## config.mk

```make
export PLATFORM = sky130hd
export DESIGN_NAME = tflc_ram
export DESIGN_NICKNAME = d
export VERILOG_FILES = /design/src/hw/rtl/tflc_ram.sv
export SDC_FILE = /design/constraint.sdc
export NUM_CORES = 1
export LEC_CHECK = 0
export BUFFER_PORTS_ARGS = -buffer_cell sky130_fd_sc_hd__buf_2
export CAP_MARGIN = 20
export CORE_MARGIN = 5
export CORE_UTILIZATION = 63
export CTS_BUF_LIST = sky130_fd_sc_hd__clkbuf_2
export DETAILED_ROUTE_END_ITERATION = 10
export GPL_ROUTABILITY_DRIVEN = 0
export HOLD_SLACK_MARGIN = 0.08
export PLACE_DENSITY_LB_ADDON = 0.15
export SYNTH_ARGS = -nofsm -noshare
export SYNTH_HDL_FRONTEND = slang
export SYNTH_SLANG_ARGS = --single-unit
```

## constraint.sdc

```tcl
create_clock -name clk -period 3 [get_ports clk]
set_clock_uncertainty 0.1 [all_clocks]
set_input_delay 0.45 -clock clk [delete_from_list [all_inputs] [get_ports clk]]
set_output_delay 0.45 -clock clk [all_outputs]
set_load 0.1 [all_outputs]
```

## src/hw/rtl/tflc_ram.sv

```systemverilog
// ----------------------------------------------------------------------------
// tflc_ram
// Simple dual-port RAM: one write port, one read port with registered data.
// ----------------------------------------------------------------------------
module tflc_ram #(
	parameter int DEPTH  = 4,
	parameter int WIDTH  = 16,
	localparam int AW    = (DEPTH > 1) ? $clog2(DEPTH) : 1
) (
	input  logic             clk,
	input  logic             we,
	input  logic [AW-1:0]    waddr,
	input  logic [WIDTH-1:0] wdata,
	input  logic             re,
	input  logic [AW-1:0]    raddr,
	output logic [WIDTH-1:0] rdata
);

	logic [WIDTH-1:0] mem_q [DEPTH];
	logic [WIDTH-1:0] rdata_q;

	always_ff @(posedge clk) begin
		if (we) begin
			mem_q[waddr] <= wdata;
		end
		if (re) begin
			rdata_q <= mem_q[raddr];
		end
	end

	assign rdata = rdata_q;

endmodule

```

======== Word-level counts from Yosys, hierarchy flattened ========
Memories as Yosys holds them, arrays and structs flattened. A register that Yosys moved wholly into a read port is not among the register bits.
Index checks and enable logic that the tools add are counted.
word-level totals
  register bits after elaboration ......... 0
  word-level logic and storage cells ...... 3
  output and inout bits ................... 16
  input bits .............................. 23
  bits in read-only memories .............. 0
  memory bits (writable) .................. 64
  memories kept ........................... 1
  latch bits .............................. 0
memories
  name   depth  width  rd ports  clocked after memory_dff  wr ports  RTL line  text
  mem_q  4      16     1         1                         1         19        logic [WIDTH-1:0] mem_q [DEPTH];
operators by class
  bitwise logic cells ..................... 0
  reduce and logical (&&, ||, !) cells .... 0
  muxes and demuxes ....................... 2
  div/mod/pow operators ................... 0
  multipliers ............................. 0
  shifts and indexed selects .............. 0
  eq/ne operators ......................... 0
  magnitude comparators ................... 0
  add/sub/neg operators ................... 0
operator list
  kind     number
  $mux W1  2

======== Logic depth before layout (Yosys ltp) ========
Gate-level depths: netlist (run 1).
  word-level depth ........................ 2
  mapped depth ............................ 3
  mapped depth without buffers ............ 1

======== Worst setup path before layout (run 1) ========
OpenSTA, ideal clock, no wires.
  kind .................................... in2reg
  start ................................... input port waddr[0]
  end ..................................... memory mem_q[0][0], enable pin
  data required time ...................... 2.487 ns
  buffers on the path ..................... 0
  arrival ................................. 1.703 ns
  stages on the path ...................... 1
  setup time .............................. 0.413 ns
  path slack .............................. 0.784 ns
  cells stage by stage .................... nor3b_1
RTL lines
  item                RTL line  text
  start: declaration  12        input logic [AW-1:0] waddr,
  end: declaration    19
No word-level cell before the write port.

======== Worst setup path in the final report (run 1) ========
  start ................................... register rdata_q[1], in the netlist rdata[1], read port of mem_q
  end ..................................... output port rdata[1]
RTL lines
  item                RTL line  text
  start: declaration  20        logic [WIDTH-1:0] rdata_q;
  end: declaration    16        output logic [WIDTH-1:0] rdata
No word-level cell between the ends.

==> flow_summary.json, run 1 <==
{
  "ant_nets": 0,
  "drt_iter0_markers": 57,
  "hold_class": "input port to flop",
  "synth_area_um2": 2860,
  "yosys.area_share.simple": 0.0109,
  "synth_top_cells_by_area": "edfxtp_1, mux4_2, mux4_1",
  "fin_cells": 222,
  "global_route.usage.total": 0.158,
  "viasPerCell": 5.64,
  "max_freq_mhz": 548,
  "fp.coreArea_um2": 4380,
  "die-area_um2": 5980,
  "worst_ir_drop_vdd_mv": 0.446,
  "clk_latency_ns": 0.46,
  "multi_input_area_um2": 419,
  "root_buffer": "clkbuf_2",
  "synth-compound-area-share": 0,
  "synth.avg_cell_area_um2": 27.5,
  "hold_path_end": "mem_q[0][2]$_DFFE_PP_",
  "hp-start": "waddr[1]",
  "drtPass1Iterations": 4,
  "finalCritPeriodShare": 0.608,
  "finalNetCount": 189,
  "worstHoldPathCells": 2,
  "endpoint_kind": "output port",
  "synth_top_family_by_area": "multiplexers",
  "cts_resized": 0,
  "rows": 24,
  "drc": 0,
  "final_common_cell": "edfxtp_1",
  "power.leakage_nw": 1.18,
  "grt_max_degree": 17,
  "setup_viol": 0,
  "num_antenna_cells": 0,
  "grt_pass1_vias": 1384,
  "clock-sinks": 80,
  "layout_setup_ws_ns": 1.17,
  "yosys.area_share.adder": 0,
  "r2r_slack_ns": 1.76,
  "cts_tree": "yes",
  "required_ns": 2.45,
  "antenna_found_initial": 0,
  "pre_cts_slack_ns": 1.06,
  "synth_nets": 127,
  "final-hold-violation-count": 0,
  "cp_top_family": "buffers and inverters",
  "finalCriticalPeriod_ns": 1.83,
  "ys_ff_latch": 80,
  "dp.cells": 191,
  "rsz0062_at_grt": "false",
  "maxSlewHeadroom": 0.428,
  "routed_wl_um": 4390,
  "fillers": 253,
  "clk_pin_slew_ns": 0.20,
  "htreeDepth": 3,
  "finalMaxSlewViolations": 0,
  "clock_path_buffers": 2,
  "r2r-end": "rdata[3]$_DFFE_PP_",
  "path_cells": "buf_2",
  "yosysTopAreaCell": "edfxtp_1",
  "syn_inst": 104,
  "tns_ns": 0,
  "synth.area.mux_share": 0.134,
  "synth_top_area_frac": 0.841,
  "cts_made_buffers": 9,
  "die_w_um": 77.4,
  "seq_area_frac_synth": 0.841,
  "tightest_slew_ns": 0.859,
  "io_pins": 39,
  "hpwl_um": 2700,
  "vias": 1253,
  "ff_latch_area_um2": 2400,
  "status": "finished, final reports clean",
  "grt-ovfl-total": 0,
  "yosys.area_share.xor_xnor": 0,
  "ff2ff_path_depth": 1,
  "initial_utilization": 0.652,
  "power.density_nw_per_um2": 615,
  "critPathMaxStageDelay_ns": 0.43,
  "path_max_fanout": 1,
  "slowest_stage": "buf_2",
  "drive_gt1_frac": 0.365,
  "reg2reg_from": "mem_q[2][3]$_DFFE_PP_",
  "crit_type": "flop to output port",
  "ys_warn_count": 0,
  "wl_per_cell_um": 19.8,
  "critPathBufInv": 1,
  "grt_pass1_wl_um": 6940,
  "numPortBuffers": 38,
  "fp.dieH_um": 77.4,
  "startpoint_type": "flop",
  "mostFrequentLayoutCells": "edfxtp_1, buf_2, dlygate4sd3_1",
  "worst_ep_arrival_time_ns": 1.28,
  "synthDistinctLibCells": 9,
  "cap_violations": 0,
  "layout-area-overhead-vs-synth_pct": 17.0
}
-- repair_timing --
| action | 4_1_cts | 5_1_grt |
|---|---|---|
| endpoints found under the hold margin | 57 | 4 |
| setup endpoints to repair | 0 | 0 |
| hold buffers | 15 | 1 |
| buffers inserted | 0 | 0 |
-- metal layers --
layer,global-route usage,wire length [um]
met3,0.0417,216
met2,0.281,2480
met5,0,0
met1,0.176,1650
met4,0.0773,43
-- sequential cells by signal, indices dropped and copies added (netlist names) --
signal / flops
mem_q: 64
rdata: 16
-- cell usage after synthesis, drive strengths merged --
library cell  number
buf                4
mux4              16
and3               1
nor3b              1
edfxtp            80
and3b              2
-- kinds of logic (layout without fill, tap and decap cells) --
| family | count (synthesis) | after routing |
|---|---|---|
| and+or+nand+nor | 4 | 4 |
| DFF | 80 | 80 |
| muxes | 16 | 16 |
| buffers and inverters | 4 | 70 |
-- power by group --
group	internal (mW)	leakage (nW)	switching [mW]
registers	1.30	0.744	0.0136
clock network	0.184	0.0605	0.319
logic	0.0670	0.371	0.176
total	1.55	1.18	0.508
-- layout make-up --
type | instances | area share
clock buffers | 10 | 0.0150
repair buffers | 55 | 0.107
clock inverters | 5 | 0.0146
well taps | 52 | 0.0195
multi-input cells | 20 | 0.125
flip-flops and latches | 80 | 0.719
-- stage by stage --
stage	utilization	hold WS (ns)	total power, mW	area [um2]
floorplan	-	0.449	1.51	2860
global placement	0.703	0.498	1.56	3080
detailed placement	0.703	0.509	1.57	3080
CTS	0.760	0.0835	2.07	3330
global route	0.763	0.215	2.14	3340
finish	0.763	0.268	2.06	3340
-- worst max-delay path by stage --
stage                             startpoint                    end  depth (start not counted)  slack (ns)
after floorplan                     waddr[0]  mem_q[0][0]$_DFFE_PP_                          1        0.78
after global placement              waddr[0]  mem_q[0][8]$_DFFE_PP_                          3        1.09
after detailed placement            raddr[0]     rdata[4]$_DFFE_PP_                          2        1.06
after CTS                 rdata[1]$_DFFE_PP_               rdata[1]                          1        1.13
after global routing      rdata[1]$_DFFE_PP_               rdata[1]                          1        1.08
final                     rdata[1]$_DFFE_PP_               rdata[1]                          1        1.17
(Power assumes the default switching activity.)
==> run 2, diff against run 1 <==
- CORE_UTILIZATION: 63 -> 53
- clock period: 3 -> 1.6 ns (I/O delays scaled with it)
==> flow_summary.json, run 2 (same netlist as run 1, synthesis figures left out) <==
{
  "status": "finished, final reports clean",
  "root_buffer": "clkbuf_2",
  "path_max_fanout": 1,
  "tightest_slew_ns": 0.428,
  "placed_area_um2": 3190,
  "largest_reg_flops": 64,
  "hold_slack_ns": 0.145,
  "finalCritPeriodShare": 0.944,
  "reg2reg_from": "mem_q[1][4]$_DFFE_PP_",
  "initial_utilization": 0.552,
  "postLayoutCellArea_um2": 3500,
  "finalNetCount": 194,
  "htreeDepth": 3,
  "maxSlewHeadroom": 0.714,
  "hp-start": "waddr[0]",
  "sw_frac_of_total": 0.247,
  "finalMaxSlewViolations": 0,
  "fp.dieH_um": 83.4,
  "endpoint_kind": "output port",
  "drive_gt1_frac": 0.386,
  "fp.coreArea_um2": 5170,
  "clk_pin_slew_ns": 0.19,
  "routed_wl_um": 4610,
  "max_freq_mhz": 662,
  "p_clk_frac": 0.247,
  "grt_pass1_wl_um": 7370,
  "final-hold-violation-count": 0,
  "worstHoldPathCells": 3,
  "final_common_cell": "edfxtp_1",
  "slowest_stage": "edfxtp_1",
  "critPathLaunch": "rdata[9]$_DFFE_PP_",
  "grt-ovfl-total": 0,
  "clock_path_buffers": 2,
  "worst_ep_arrival_time_ns": 1.17,
  "drc": 0,
  "rsz0062_at_grt": "false",
  "clock-sinks": 80,
  "ff_latch_area_um2": 2400,
  "power_frac_seq": 0.627,
  "top_usage_layer": "met2",
  "cts_tree": "yes",
  "grt_max_degree": 17,
  "use_met1": 0.174,
  "critPathMaxStageDelay_ns": 0.40,
  "tns_ns": 0,
  "r2r-end": "rdata[4]$_DFFE_PP_",
  "mostFrequentLayoutCells": "edfxtp_1, buf_2, dlygate4sd3_1, buf_4, clkbuf_2",
  "r2r_slack_ns": 0.34,
  "multi_input_area_um2": 419,
  "setup_viol": 0,
  "worst_ir_drop_vdd_mv": 0.560,
  "die_w_um": 83.4,
  "ant_nets": 0,
  "crit_type": "flop to output port",
  "fillers": 334,
  "io_pins": 39,
  "switching_power_mw": 0.971,
  "startpoint_type": "flop",
  "numPortBuffers": 38,
  "global_route.usage.total": 0.143,
  "wl_per_cell_um": 18.7,
  "cap_violations": 0,
  "power.leakage_nw": 1.24,
  "hold_path_end": "mem_q[0][0]$_DFFE_PP_",
  "ff2ff_path_depth": 1,
  "gr-usage-met3": 0.0356,
  "power.density_nw_per_um2": 1120,
  "rows": 26,
  "hold_class": "input port to flop",
  "antenna_found_initial": 0,
  "regMostFlops": "mem_q",
  "required_ns": 1.26,
  "grt_util_met2": 0.241,
  "p_int_mw": 2.95,
  "critPathBufInv": 1,
  "cts_made_buffers": 9,
  "grt_pass1_vias": 1395,
  "drtPass1Iterations": 4,
  "layout-area-overhead-vs-synth_pct": 22.5,
  "path_cells": "buf_4",
  "combPwrFrac": 0.126,
  "num_antenna_cells": 0,
  "clk_latency_ns": 0.47,
  "drt_iter0_markers": 105,
  "vias": 1290,
  "viasPerCell": 5.24,
  "cp_top_family": "flip-flops",
  "finalCriticalPeriod_ns": 1.51,
  "die-area_um2": 6960
}
[run 2: cell types whose count changed in the layout (fill, tap and decap cells not counted), sizes merged]
cell	change
clkbuf	+1
clkinvlp	-1
dlygate4sd3	+1
buf	+4
clkinv	+1
[run 2: timing repair]
item	in CTS	in global routing
resized for setup	16	0
endpoints found under the hold margin	77	0
hold buffers	17	0
endpoints found under the setup margin	16	0
buffers inserted	0	0
[run 2: area by class of cell]
cell class | instances | share of cell area
timing repair buffer | 60 | 0.139
clock inverter | 5 | 0.0136
multi-input combinational | 20 | 0.120
tap | 70 | 0.0250
sequential | 80 | 0.686
clock buffer | 11 | 0.0157
[run 2: how the worst max path moves through the flow]
stage | endpoint | slack (ns) | cells past startpoint
floorplan | mem_q[0][0]$_DFFE_PP_ | 0.16 | 1
global placement | rdata[2]$_DFFE_PP_ | 0.15 | 3
detailed placement | rdata[4]$_DFFE_PP_ | 0.12 | 3
CTS | rdata[9] | 0.03 | 1
global route | rdata[9] | 0.02 | 1
finish | rdata[9] | 0.09 | 1
[run 2: power by group through the flow]
stage | clock network [mW] | logic [mW] | registers (mW)
2_1_floorplan | 0 | 0.106 | 2.73
3_3_place_gp | 0 | 0.443 | 2.50
3_5_place_dp | 0 | 0.451 | 2.51
4_1_cts | 1.00 | 0.502 | 2.46
5_1_grt | 1.09 | 0.518 | 2.47
6_report | 0.970 | 0.496 | 2.46
[run 2: through the flow]
| stage | instances | setup WS (ns) | power (mW) | util |
|---|---|---|---|---|
| global placement | 213 | 0.150 | 2.94 | 0.616 |
| floorplan | 104 | 0.158 | 2.83 | - |
| global route | 246 | 0.0161 | 4.08 | 0.677 |
| finish | 246 | 0.0894 | 3.92 | 0.677 |
| CTS | 246 | 0.0296 | 3.97 | 0.677 |
| detailed placement | 213 | 0.119 | 2.96 | 0.616 |
[run 2: worst min-delay path, delay by kind of cell]
family	cells	cell delay [ns]
buffers and inverters	2	0.26
and+or+nand+nor	1	0.06
[run 2: layer usage]
| metal | wire (um) | part of all wire |
|---|---|---|
| met1 | 1860 | 0.40 |
| met2 | 2510 | 0.54 |
| met3 | 167 | 0.036 |
| met4 | 72 | 0.016 |
| met5 | 0 | 0 |
==> run 3, diff against run 2 <==
- PLACE_DENSITY_LB_ADDON: 0.15 -> 0.25
==> flow_summary.json, run 3 (same netlist as run 1, synthesis figures left out) <==
{
  "tns_ns": 0,
  "path_cells": "buf_4",
  "rsz0062_at_grt": "false",
  "cts_tree": "yes",
  "grt-ovfl-total": 0,
  "initial_utilization": 0.552,
  "power.density_nw_per_um2": 1130,
  "worst_ir_drop_vdd_mv": 0.687,
  "io_pins": 39,
  "routed_wl_um": 4610,
  "tightest_slew_ns": 0.399,
  "path_max_fanout": 1,
  "status": "finished, final reports clean",
  "cap_violations": 0,
  "cp_top_family": "flip-flops",
  "crit_type": "flop to output port",
  "slowest_stage": "edfxtp_1",
  "numPortBuffers": 38,
  "fillers": 312,
  "endpoint_kind": "output port",
  "finalCritPeriodShare": 0.945,
  "maxSlewHeadroom": 0.734,
  "hold_class": "input port to flop",
  "mostFrequentLayoutCells": "edfxtp_1, buf_2, dlygate4sd3_1",
  "worst_ep_arrival_time_ns": 1.17,
  "required_ns": 1.26,
  "ff_latch_area_um2": 2400,
  "finalMaxSlewViolations": 0,
  "max_freq_mhz": 661,
  "regMostFlops": "mem_q",
  "clk_pin_slew_ns": 0.21,
  "grt_max_degree": 17,
  "vias": 1293,
  "drive_gt1_frac": 0.384,
  "global_route.usage.total": 0.146,
  "layout-area-overhead-vs-synth_pct": 23.2,
  "antenna_found_initial": 0,
  "final-hold-violation-count": 0,
  "setup_viol": 0,
  "multi_input_area_um2": 419,
  "fin_util": 0.681,
  "drtPass1Iterations": 4,
  "critPathMaxStageDelay_ns": 0.39,
  "fp.coreArea_um2": 5170,
  "cts_made_buffers": 9,
  "startpoint_type": "flop",
  "rows": 26,
  "htreeDepth": 3,
  "dp.cells": 213,
  "viasPerCell": 5.23,
  "fp.dieH_um": 83.4,
  "post_cts_buffers": 0,
  "wl_per_cell_um": 18.7,
  "clock-sinks": 80,
  "clk_latency_ns": 0.49,
  "grt_pass1_vias": 1417,
  "power.leakage_nw": 1.25,
  "num_antenna_cells": 0,
  "root_buffer": "clkbuf_2",
  "critPathBufInv": 1,
  "ant_nets": 0,
  "finalNetCount": 196,
  "clock_path_buffers": 2,
  "largest_reg_flops": 64,
  "die-area_um2": 6960,
  "drt_iter0_markers": 64,
  "finalCriticalPeriod_ns": 1.51,
  "final_common_cell": "edfxtp_1",
  "drc": 0,
  "grt_pass1_wl_um": 7540,
  "die_w_um": 83.4,
  "fin_cells": 247
}
## run 3: final timing paths
kind                    startpoint            endpoint  slack, ns  cells past startpoint
min                       raddr[1]  rdata[2]$_DFFE_PP_       0.22                      2
max             rdata[6]$_DFFE_PP_            rdata[6]       0.09                      1
min reg2reg  mem_q[2][2]$_DFFE_PP_  rdata[2]$_DFFE_PP_       0.53                      1
max reg2reg  mem_q[0][0]$_DFFE_PP_  rdata[0]$_DFFE_PP_       0.34                      1
## run 3: final cells by class
| class | count | share of cell area |
|---|---|---|
| flip-flops and latches | 80 | 0.682 |
| repair buffers | 62 | 0.144 |
| multi-input cells | 20 | 0.119 |
| well taps | 70 | 0.0249 |
| clock inverters | 6 | 0.0174 |
| clock buffers | 9 | 0.0128 |
## run 3: per-stage QoR
stage | instance area [um2] | hold WS [ns] | power, mW | setup WS, ns
5_1_grt | 3520 | 0.166 | 4.13 | 0.000815
6_report | 3520 | 0.222 | 3.97 | 0.0880
4_1_cts | 3510 | 0.159 | 4.02 | 0.0112
3_3_place_gp | 3170 | 0.349 | 2.94 | 0.154
3_5_place_dp | 3170 | 0.363 | 2.95 | 0.116
2_1_floorplan | 2860 | 0.239 | 2.83 | 0.158
## run 3: what timing repair did
action                                  4_1_cts  5_1_grt
hold buffers                                 19        0
pin swaps                                     0        0
gates resized for setup                      16        3
endpoints found under the setup margin       16        3
endpoints found under the hold margin        96        0
## run 3: power by group
| part | switching (mW) | internal (mW) | leakage, nW |
|---|---|---|---|
| Sequential | 0.0281 | 2.43 | 0.744 |
| Combinational | 0.333 | 0.166 | 0.433 |
| Clock | 0.664 | 0.349 | 0.0691 |
| Total | 1.03 | 2.95 | 1.25 |
## run 3: per-layer routing
metal	GRT usage	wire, um
met1	0.181	1890
met2	0.242	2430
met3	0.0485	251
met4	0.0526	47
met5	0	0
